<file path="src/hw/rtl/nsf_pkg.sv">
// Shared types, character codes and helpers for the NMEA sentence framer.
package nsf_pkg;

  localparam int unsigned BYTE_W = 8;
  localparam int unsigned CNT_W  = 10;
  localparam int unsigned LEN_W  = 11;

  localparam logic [CNT_W-1:0] MAX_LEN_RST = 10'd400;

  // Bytes added around the body: '$', '*', two digits, CR, LF.
  localparam logic [LEN_W-1:0] FRAME_OVERHEAD = 11'd6;

  localparam logic [BYTE_W-1:0] CH_DOLLAR = 8'h24;
  localparam logic [BYTE_W-1:0] CH_BSLASH = 8'h5c;
  localparam logic [BYTE_W-1:0] CH_BANG   = 8'h21;
  localparam logic [BYTE_W-1:0] CH_TILDE  = 8'h7e;
  localparam logic [BYTE_W-1:0] CH_STAR   = 8'h2a;
  localparam logic [BYTE_W-1:0] CH_CR     = 8'h0d;
  localparam logic [BYTE_W-1:0] CH_LF     = 8'h0a;
  localparam logic [BYTE_W-1:0] PRINT_LO  = 8'h20;
  localparam logic [BYTE_W-1:0] PRINT_HI  = 8'h7e;
  localparam logic [BYTE_W-1:0] CH_ZERO   = 8'h30;
  localparam logic [BYTE_W-1:0] CH_UPPER_A = 8'h41;

  typedef enum logic [2:0] {
    PH_HUNT = 3'd0,
    PH_BODY = 3'd1,
    PH_DIG1 = 3'd2,
    PH_DIG2 = 3'd3,
    PH_CR   = 3'd4,
    PH_LF   = 3'd5
  } phase_t;

  typedef enum logic [2:0] {
    ST_OK      = 3'd0,
    ST_BADCHAR = 3'd1,
    ST_TOOLONG = 3'd2,
    ST_BADTERM = 3'd3,
    ST_CKSUM   = 3'd4
  } status_t;

  typedef struct packed {
    logic             vld;
    status_t          status;
    logic [LEN_W-1:0] length;
    logic [BYTE_W-1:0] xsum;
  } step_res_t;

  // Uppercase ASCII hex digit for one nibble.
  function automatic logic [BYTE_W-1:0] hex_upper(input logic [3:0] nib);
    logic [BYTE_W-1:0] res;
    if (nib < 4'd10) begin
      res = CH_ZERO + {4'd0, nib};
    end else begin
      res = CH_UPPER_A + {4'd0, nib} - 8'd10;
    end
    return res;
  endfunction

endpackage

</file>
<file path="src/hw/rtl/nsf_step.sv">
// Per-byte framing step: next phase, count, checksum and optional result.
module nsf_step (
  input  nsf_pkg::phase_t                phase,
  input  logic [nsf_pkg::CNT_W-1:0]      count,
  input  logic [nsf_pkg::BYTE_W-1:0]     xsum,
  input  logic [nsf_pkg::CNT_W-1:0]      max_len,
  input  logic [nsf_pkg::BYTE_W-1:0]     data_byte,
  output nsf_pkg::phase_t                phase_nxt,
  output logic [nsf_pkg::CNT_W-1:0]      count_nxt,
  output logic [nsf_pkg::BYTE_W-1:0]     xsum_nxt,
  output nsf_pkg::step_res_t             res
);
  import nsf_pkg::*;

  logic is_dollar;
  logic too_long;
  logic is_eol;
  logic bad_char;
  logic dig1_ok;
  logic dig2_ok;
  logic reject;
  status_t rej_code;

  assign is_dollar = (data_byte == CH_DOLLAR);
  assign too_long  = ({1'b0, count} + 11'd1) > {1'b0, max_len};
  assign is_eol    = (data_byte == CH_CR) || (data_byte == CH_LF);
  assign bad_char  = (data_byte < PRINT_LO) || (data_byte > PRINT_HI) || is_dollar ||
                     (data_byte == CH_BSLASH) || (data_byte == CH_BANG) ||
                     (data_byte == CH_TILDE);
  assign dig1_ok   = (data_byte == hex_upper(xsum[7:4]));
  assign dig2_ok   = (data_byte == hex_upper(xsum[3:0]));

  // Reject decision per phase, in priority order of the body checks.
  always_comb begin
    reject   = 1'b0;
    rej_code = ST_BADCHAR;
    case (phase)
      PH_BODY: begin
        if (too_long) begin
          reject   = 1'b1;
          rej_code = ST_TOOLONG;
        end else if (data_byte == CH_STAR) begin
          reject = 1'b0;
        end else if (is_eol) begin
          reject   = 1'b1;
          rej_code = ST_BADTERM;
        end else if (bad_char) begin
          reject   = 1'b1;
          rej_code = ST_BADCHAR;
        end
      end
      PH_DIG1: begin
        reject   = !dig1_ok;
        rej_code = ST_CKSUM;
      end
      PH_DIG2: begin
        reject   = !dig2_ok;
        rej_code = ST_CKSUM;
      end
      PH_CR: begin
        reject   = (data_byte != CH_CR);
        rej_code = ST_BADTERM;
      end
      PH_LF: begin
        reject   = (data_byte != CH_LF);
        rej_code = ST_BADTERM;
      end
      default: begin
        reject = 1'b0;
      end
    endcase
  end

  // Next phase.
  always_comb begin
    phase_nxt = PH_HUNT;
    if (reject) begin
      phase_nxt = is_dollar ? PH_BODY : PH_HUNT;
    end else begin
      case (phase)
        PH_BODY: phase_nxt = (data_byte == CH_STAR) ? PH_DIG1 : PH_BODY;
        PH_DIG1: phase_nxt = PH_DIG2;
        PH_DIG2: phase_nxt = PH_CR;
        PH_CR:   phase_nxt = PH_LF;
        PH_LF:   phase_nxt = PH_HUNT;
        default: phase_nxt = is_dollar ? PH_BODY : PH_HUNT;
      endcase
    end
  end

  // Count, checksum and result.
  always_comb begin
    count_nxt  = count;
    xsum_nxt   = xsum;
    res.vld    = 1'b0;
    res.status = ST_OK;
    res.length = '0;
    res.xsum   = xsum;
    if (reject) begin
      res.vld    = 1'b1;
      res.status = rej_code;
      if (is_dollar) begin
        count_nxt = '0;
        xsum_nxt  = '0;
      end
    end else begin
      case (phase)
        PH_BODY: begin
          if (data_byte != CH_STAR) begin
            count_nxt = count + 10'd1;
            xsum_nxt  = xsum ^ data_byte;
          end
        end
        PH_LF: begin
          res.vld    = 1'b1;
          res.length = {1'b0, count} + FRAME_OVERHEAD;
        end
        PH_DIG1, PH_DIG2, PH_CR: begin
          count_nxt = count;
        end
        default: begin
          if (is_dollar) begin
            count_nxt = '0;
            xsum_nxt  = '0;
          end
        end
      endcase
    end
  end

endmodule

</file>
<file path="src/hw/rtl/nmea_sentence_framer.sv">
// Top level of the NMEA 0183 sentence framer with checksum check.
//
// Takes one received character per item and hunts for '$'. Body bytes are
// range checked, counted and XORed into a running checksum up to '*'; then
// two uppercase hex digits must match the checksum, followed by CR LF. A good
// sentence produces one item with status 0 and the total length (body + 6);
// a rejection produces one item with a reason code (1 bad char, 2 too long,
// 3 bad terminator, 4 checksum mismatch) and length 0. Bytes that neither
// finish nor reject a sentence produce nothing. A rejecting '$' opens a new
// sentence right away. Throughput is one item per cycle while nothing
// stalls: the input byte is registered, and one short compare/XOR step
// updates the framing state and loads the output register. The input
// register only stalls when it holds a byte that produces a result while
// the output register is still full. max_body_length (reset 400) is the
// greatest allowed position of '*' counted from the '$'; write it only
// while the block is idle.
module nmea_sentence_framer (
  input  logic        clk,
  input  logic        rst_n,
  input  logic        in_tvalid,
  output logic        in_tready,
  input  logic [7:0]  in_tdata,   // [7:0] data_byte
  output logic        out_tvalid,
  input  logic        out_tready,
  output logic [23:0] out_tdata,  // [2:0] status, [13:3] sentence_length,
                                  // [21:14] xor_checksum, [23:22] zero
  input  logic        cfg_valid,
  output logic        cfg_ready,
  input  logic [9:0]  cfg_data    // [9:0] max_body_length
);
  import nsf_pkg::*;

  // Input register.
  logic              s1_vld_r;
  logic              s1_vld_nxt;
  logic [BYTE_W-1:0] s1_byte_r;

  // Framing state.
  phase_t            phase_r;
  phase_t            phase_nxt;
  logic [CNT_W-1:0]  count_r;
  logic [CNT_W-1:0]  count_nxt;
  logic [BYTE_W-1:0] xsum_r;
  logic [BYTE_W-1:0] xsum_nxt;
  logic [CNT_W-1:0]  max_len_r;

  // Output register.
  logic              out_vld_r;
  logic              out_vld_nxt;
  logic [23:0]       out_data_r;

  step_res_t         res;
  logic              out_free;
  logic              s1_adv;
  logic              in_acc;

  nsf_step u_step (
    .phase     (phase_r),
    .count     (count_r),
    .xsum      (xsum_r),
    .max_len   (max_len_r),
    .data_byte (s1_byte_r),
    .phase_nxt (phase_nxt),
    .count_nxt (count_nxt),
    .xsum_nxt  (xsum_nxt),
    .res       (res)
  );

  // Stage 1 retires its byte when it yields nothing or the output slot is free.
  assign out_free   = !out_vld_r || out_tready;
  assign s1_adv     = s1_vld_r && (!res.vld || out_free);
  assign in_tready  = !s1_vld_r || s1_adv;
  assign in_acc     = in_tvalid && in_tready;
  assign s1_vld_nxt = in_acc || (s1_vld_r && !s1_adv);

  always_comb begin
    out_vld_nxt = out_vld_r && !out_tready;
    if (s1_adv && res.vld) begin
      out_vld_nxt = 1'b1;
    end
  end

  always_ff @(posedge clk) begin
    if (!rst_n) begin
      s1_vld_r  <= 1'b0;
      out_vld_r <= 1'b0;
      phase_r   <= PH_HUNT;
      count_r   <= '0;
      xsum_r    <= '0;
      max_len_r <= MAX_LEN_RST;
    end else begin
      s1_vld_r  <= s1_vld_nxt;
      out_vld_r <= out_vld_nxt;
      if (s1_adv) begin
        phase_r <= phase_nxt;
        count_r <= count_nxt;
        xsum_r  <= xsum_nxt;
      end
      if (cfg_valid) begin
        max_len_r <= cfg_data;
      end
    end
  end

  // Payload registers, no reset.
  always_ff @(posedge clk) begin
    if (in_acc) begin
      s1_byte_r <= in_tdata;
    end
    if (s1_adv && res.vld) begin
      out_data_r <= {2'b00, res.xsum, res.length, res.status};
    end
  end

  assign out_tvalid = out_vld_r;
  assign out_tdata  = out_data_r;
  assign cfg_ready  = 1'b1;

endmodule

</file>
<file path="config.mk">
export PLATFORM = sky130hd
export DESIGN_NAME = nmea_sentence_framer
export DESIGN_NICKNAME = d
export VERILOG_FILES = /design/src/hw/rtl/nsf_pkg.sv /design/src/hw/rtl/nsf_step.sv /design/src/hw/rtl/nmea_sentence_framer.sv
export SDC_FILE = /design/constraint.sdc
export NUM_CORES = 1
export LEC_CHECK = 0
export ABC_CLOCK_PERIOD_IN_PS = 11400
export BUFFER_PORTS_ARGS = -buffer_cell sky130_fd_sc_hd__buf_4
export CAP_MARGIN = 25
export CELL_PAD_IN_SITES_DETAIL_PLACEMENT = 1
export CELL_PAD_IN_SITES_GLOBAL_PLACEMENT = 2
export CORE_UTILIZATION = 39
export DETAILED_ROUTE_END_ITERATION = 10
export PLACE_DENSITY_LB_ADDON = 0.1
export SLEW_MARGIN = 0
export SYNTH_ARGS = -nofsm -noshare
export SYNTH_HDL_FRONTEND = slang
export SYNTH_SLANG_ARGS = --single-unit
</file>
<file path="constraint.sdc">
create_clock -name clk -period 11.4 [get_ports clk]
set_input_delay 1.71 -clock clk [delete_from_list [all_inputs] [get_ports clk]]
set_output_delay 1.71 -clock clk [all_outputs]
set_load 0.005 [all_outputs]
</file>
==> out/metrics.yaml <==
first_global_vias: 3178
ys_seq_area_share_pct: 42.29
combPwrFrac_pct: 7.5
final-hold-violation-count: 0
crit_path_end_kind: "output pin"
post-dp-hpwl_um: 7240
port_buffers: 46
timing.rr.start: "count_r[0]$_SDFFE_PN0P_"
yosysWarnings: 0
clock_skew_ns: 0.01075
synth_area_leaders: "edfxtp_1 24%, dfxtp_1 18%, ha_1 5.1%, a21oi_1 3.5%, nor2_1 2.8%"
period_share_pct: 49.56
ys.flop_type: "dfxtp_1"
start_util_pct: 40.15
synth_top_family_by_area: "compound AO/OA/AOI/OAI gates"
dieArea_um2: 9860
dr.pass1.iters: 4
routed_wl_um: 10340
routed-via-count: 3153
cp_max_fo: 8
muxShareOfSynthArea_pct: 2.169
postSynthAreaPerCell_um2: 9.492
grt_start_max_net_pins: 25
fillerInstances: 1064
ys_async_sr_fraction_pct: 0
antenna_found_initial: 0
cts_max_path_buffers: 2
cts_resized: 0
worstPathRequired_ns: 9.69
detail_route.wl_per_cell_um: 19.12
reg2regPathDepth: 14
p_per_area_nw_per_um2: 112.3
path_clk_slew_ns: 0.07
internal-power_w: 0.0003562
r2r_slack_ns: 7.22
setup_violations: 0
gp_congestion: 0.8196
synth_cell_types: 63
status: "complete, no violations"
post-route-min-period_ns: 5.649
setup.worst_path.start: "count_r[0]$_SDFFE_PN0P_"
cts_setup_buffers: 0
core-area_um2: 9196
final_nets: 463
startpoint_type: "flop"
areaGrowthSynthToFinish_pct: 14.94
drt_iter0_drc: 111
path_cells: "ha_1 > and4_1 > nand2b_1 > or2_2 > nand2_1 > ha_1 > a211oi_1 > o221ai_1 > o221a_2 > o21ai_1 > nand4_1 > o21ai_0 > or2_2 > buf_4"
globalRouteTotalUtil_pct: 22.55
min_from: "max_len_r[4]$_SDFFE_PN1P_"
fin_area_um2: 4244
peakVddDrop_mv: 0.04368
ios: 50
whs_endpoint: "max_len_r[4]$_SDFFE_PN1P_"
worstMarginPinSlew_ns: 0.7997
critical-path-slowest-cell: "dfxtp_1"
synth_compound_area_share_pct: 21.04
synthesis.area_um2: 3692
seqPwrFrac_pct: 52.2
cap_violations: 0
dp.cells: 525
grt_pass1_wl_um: 16760
synth-edff-count: 30
synth_xor_area_share_pct: 4.033
rsz0062_at_grt: "false"
p_sw_w: 0.0001203
crit_arrival_ns: 3.94
placed_area_um2: 4063
clock_latency_ns: 0.36
root_buffer: "clkbuf_8"
clock-sinks: 63
cts_tree: "built"
gr-total-overflow: 0
ant_nets: 0
hold_path_depth: 2
numCtsBuffers: 9
drc: 0
min_path_type: "flop to flop"
mostFrequentLayoutCell: "buf_4"
relSlewSlack_pct: 46.49
diodes: 0
ys_seq_elements: 63
critPathKind: "flop to output pin"
totalNegativeSetupSlack_ns: 0
postCtsHoldBufs: 0
yosysTopAreaCellShare_pct: 24.40
viasPerCell: 5.828
slew_viol_final: 0
layout_common_cells: "48 x buf_4, 33 x dfxtp_1, 30 x edfxtp_1"
r2r_end: "s1_byte_r[0]$_DFFE_PP_"
rows: 35
yosysTopAreaCell: "edfxtp_1"
die_x_um: 99.30
crit_buf_inv: 1
critPathMaxStageDelay_ns: 0.47
htree_levels: 3
p_clk_share_pct: 40.3
synthSimpleGateAreaFrac_pct: 18.98
synth-adder-area-share_pct: 5.083
synthCells: 389
fmax_ghz: 0.1770
power_leakage_nw: 1.585
die_y_um: 99.30
final_cell_count_no_fill: 541
cp_top_family: "compound AO/OA/AOI/OAI gates"
swShare_pct: 25.24
layout-drive-gt1-share_pct: 17.44
sequential cells by signal (all words and copies together) (netlist names):
signal      count
out_tdata      22
count_r        10
max_len_r      10
s1_byte_r       8
xsum_r          8
phase_r         3
out_tvalid      1
s1_vld_r        1
through the flow:
stage          utilization (%)  hold WS (ns)   power, W  setup slack (ns)
6_report                 46.15        0.4951  0.0004764             5.751
5_1_grt                  46.15        0.5178  0.0004934             5.430
4_1_cts                  46.15        0.4973  0.0004792             5.788
3_5_place_dp             44.18        0.4838  0.0002893             6.191
3_3_place_gp             44.18        0.4782  0.0002883             6.324
2_1_floorplan                -        0.4604  0.0002751             6.771
worst max-delay path by stage:
stage	endpoint	depth (start not counted)
after CTS	in_tready	14
after global placement	in_tready	14
final	in_tready	14
after global routing	in_tready	14
after floorplan	in_tready	13
after detailed placement	in_tready	14
worst register-to-register path, stage by stage (launching register included):
cell and delay [ns]:
dfxtp_1 0.47, ha_1 0.31, and4_1 0.29, nand2b_1 0.11
or2_2 0.30, nand2_1 0.07, ha_1 0.25, a211oi_1 0.23
o221ai_1 0.15, o221a_2 0.30, o21ai_1 0.18, nand4_1 0.22
o21ai_0 0.39, or2_2 0.20, and2_1 0.37
cell usage after synthesis (5+ instances only):
library cell,instances
o21ai_1,6
buf_2,6
nand4_1,6
nor2b_1,10
mux2i_1,8
or3_1,5
a31oi_1,6
a21oi_1,26
nand3_1,9
o31ai_1,10
o211ai_1,7
and2_1,5
nor3_1,11
clkbuf_1,11
ha_1,15
xor2_1,5
inv_1,25
nand2_1,26
and4_1,5
edfxtp_1,30
o21ai_0,6
xnor2_1,12
nor2_1,28
dfxtp_1,33
logic make-up after synthesis:
family	Yosys count
xor gates and xnor gates	17
AOI/OAI and AO/OA	105
other	2
DFF	63
and+or+nand+nor	130
muxes	8
buffers and inverters	49
adders and majority gates	15
final cells by class:
cell class | instances | area (µm²) | share of cell area [%]
Multi-Input combinational cell | 278 | 1908 | 44.96
Inverter | 25 | 93.84 | 2.211
Tap cell | 111 | 138.9 | 3.272
Clock buffer | 11 | 131.4 | 3.096
Sequential cell | 63 | 1562 | 36.79
Timing Repair Buffer | 48 | 360.3 | 8.491
Clock inverter | 5 | 50.05 | 1.179
metal layers:
layer  vias up  global-route usage [%]  part of all wire, %
li1       1505                       -                    -
met1      1560                   30.96                   48
met2        65                   34.56                   46
met3        23                   3.373                  3.6
met4         0                   11.43                  2.6
met5         -                       0                    0
power groups by stage:
stage	Sequential [W]	Clock [W]	Combinational, W
after floorplan	0.000249	0	0.0000263
after global placement	0.000254	0	0.0000348
after detailed placement	0.000254	0	0.0000357
after CTS	0.000249	0.000195	0.0000359
after global routing	0.000249	0.000204	0.0000396
final	0.000249	0.000192	0.0000357
Power figures use the tool's default switching activity.
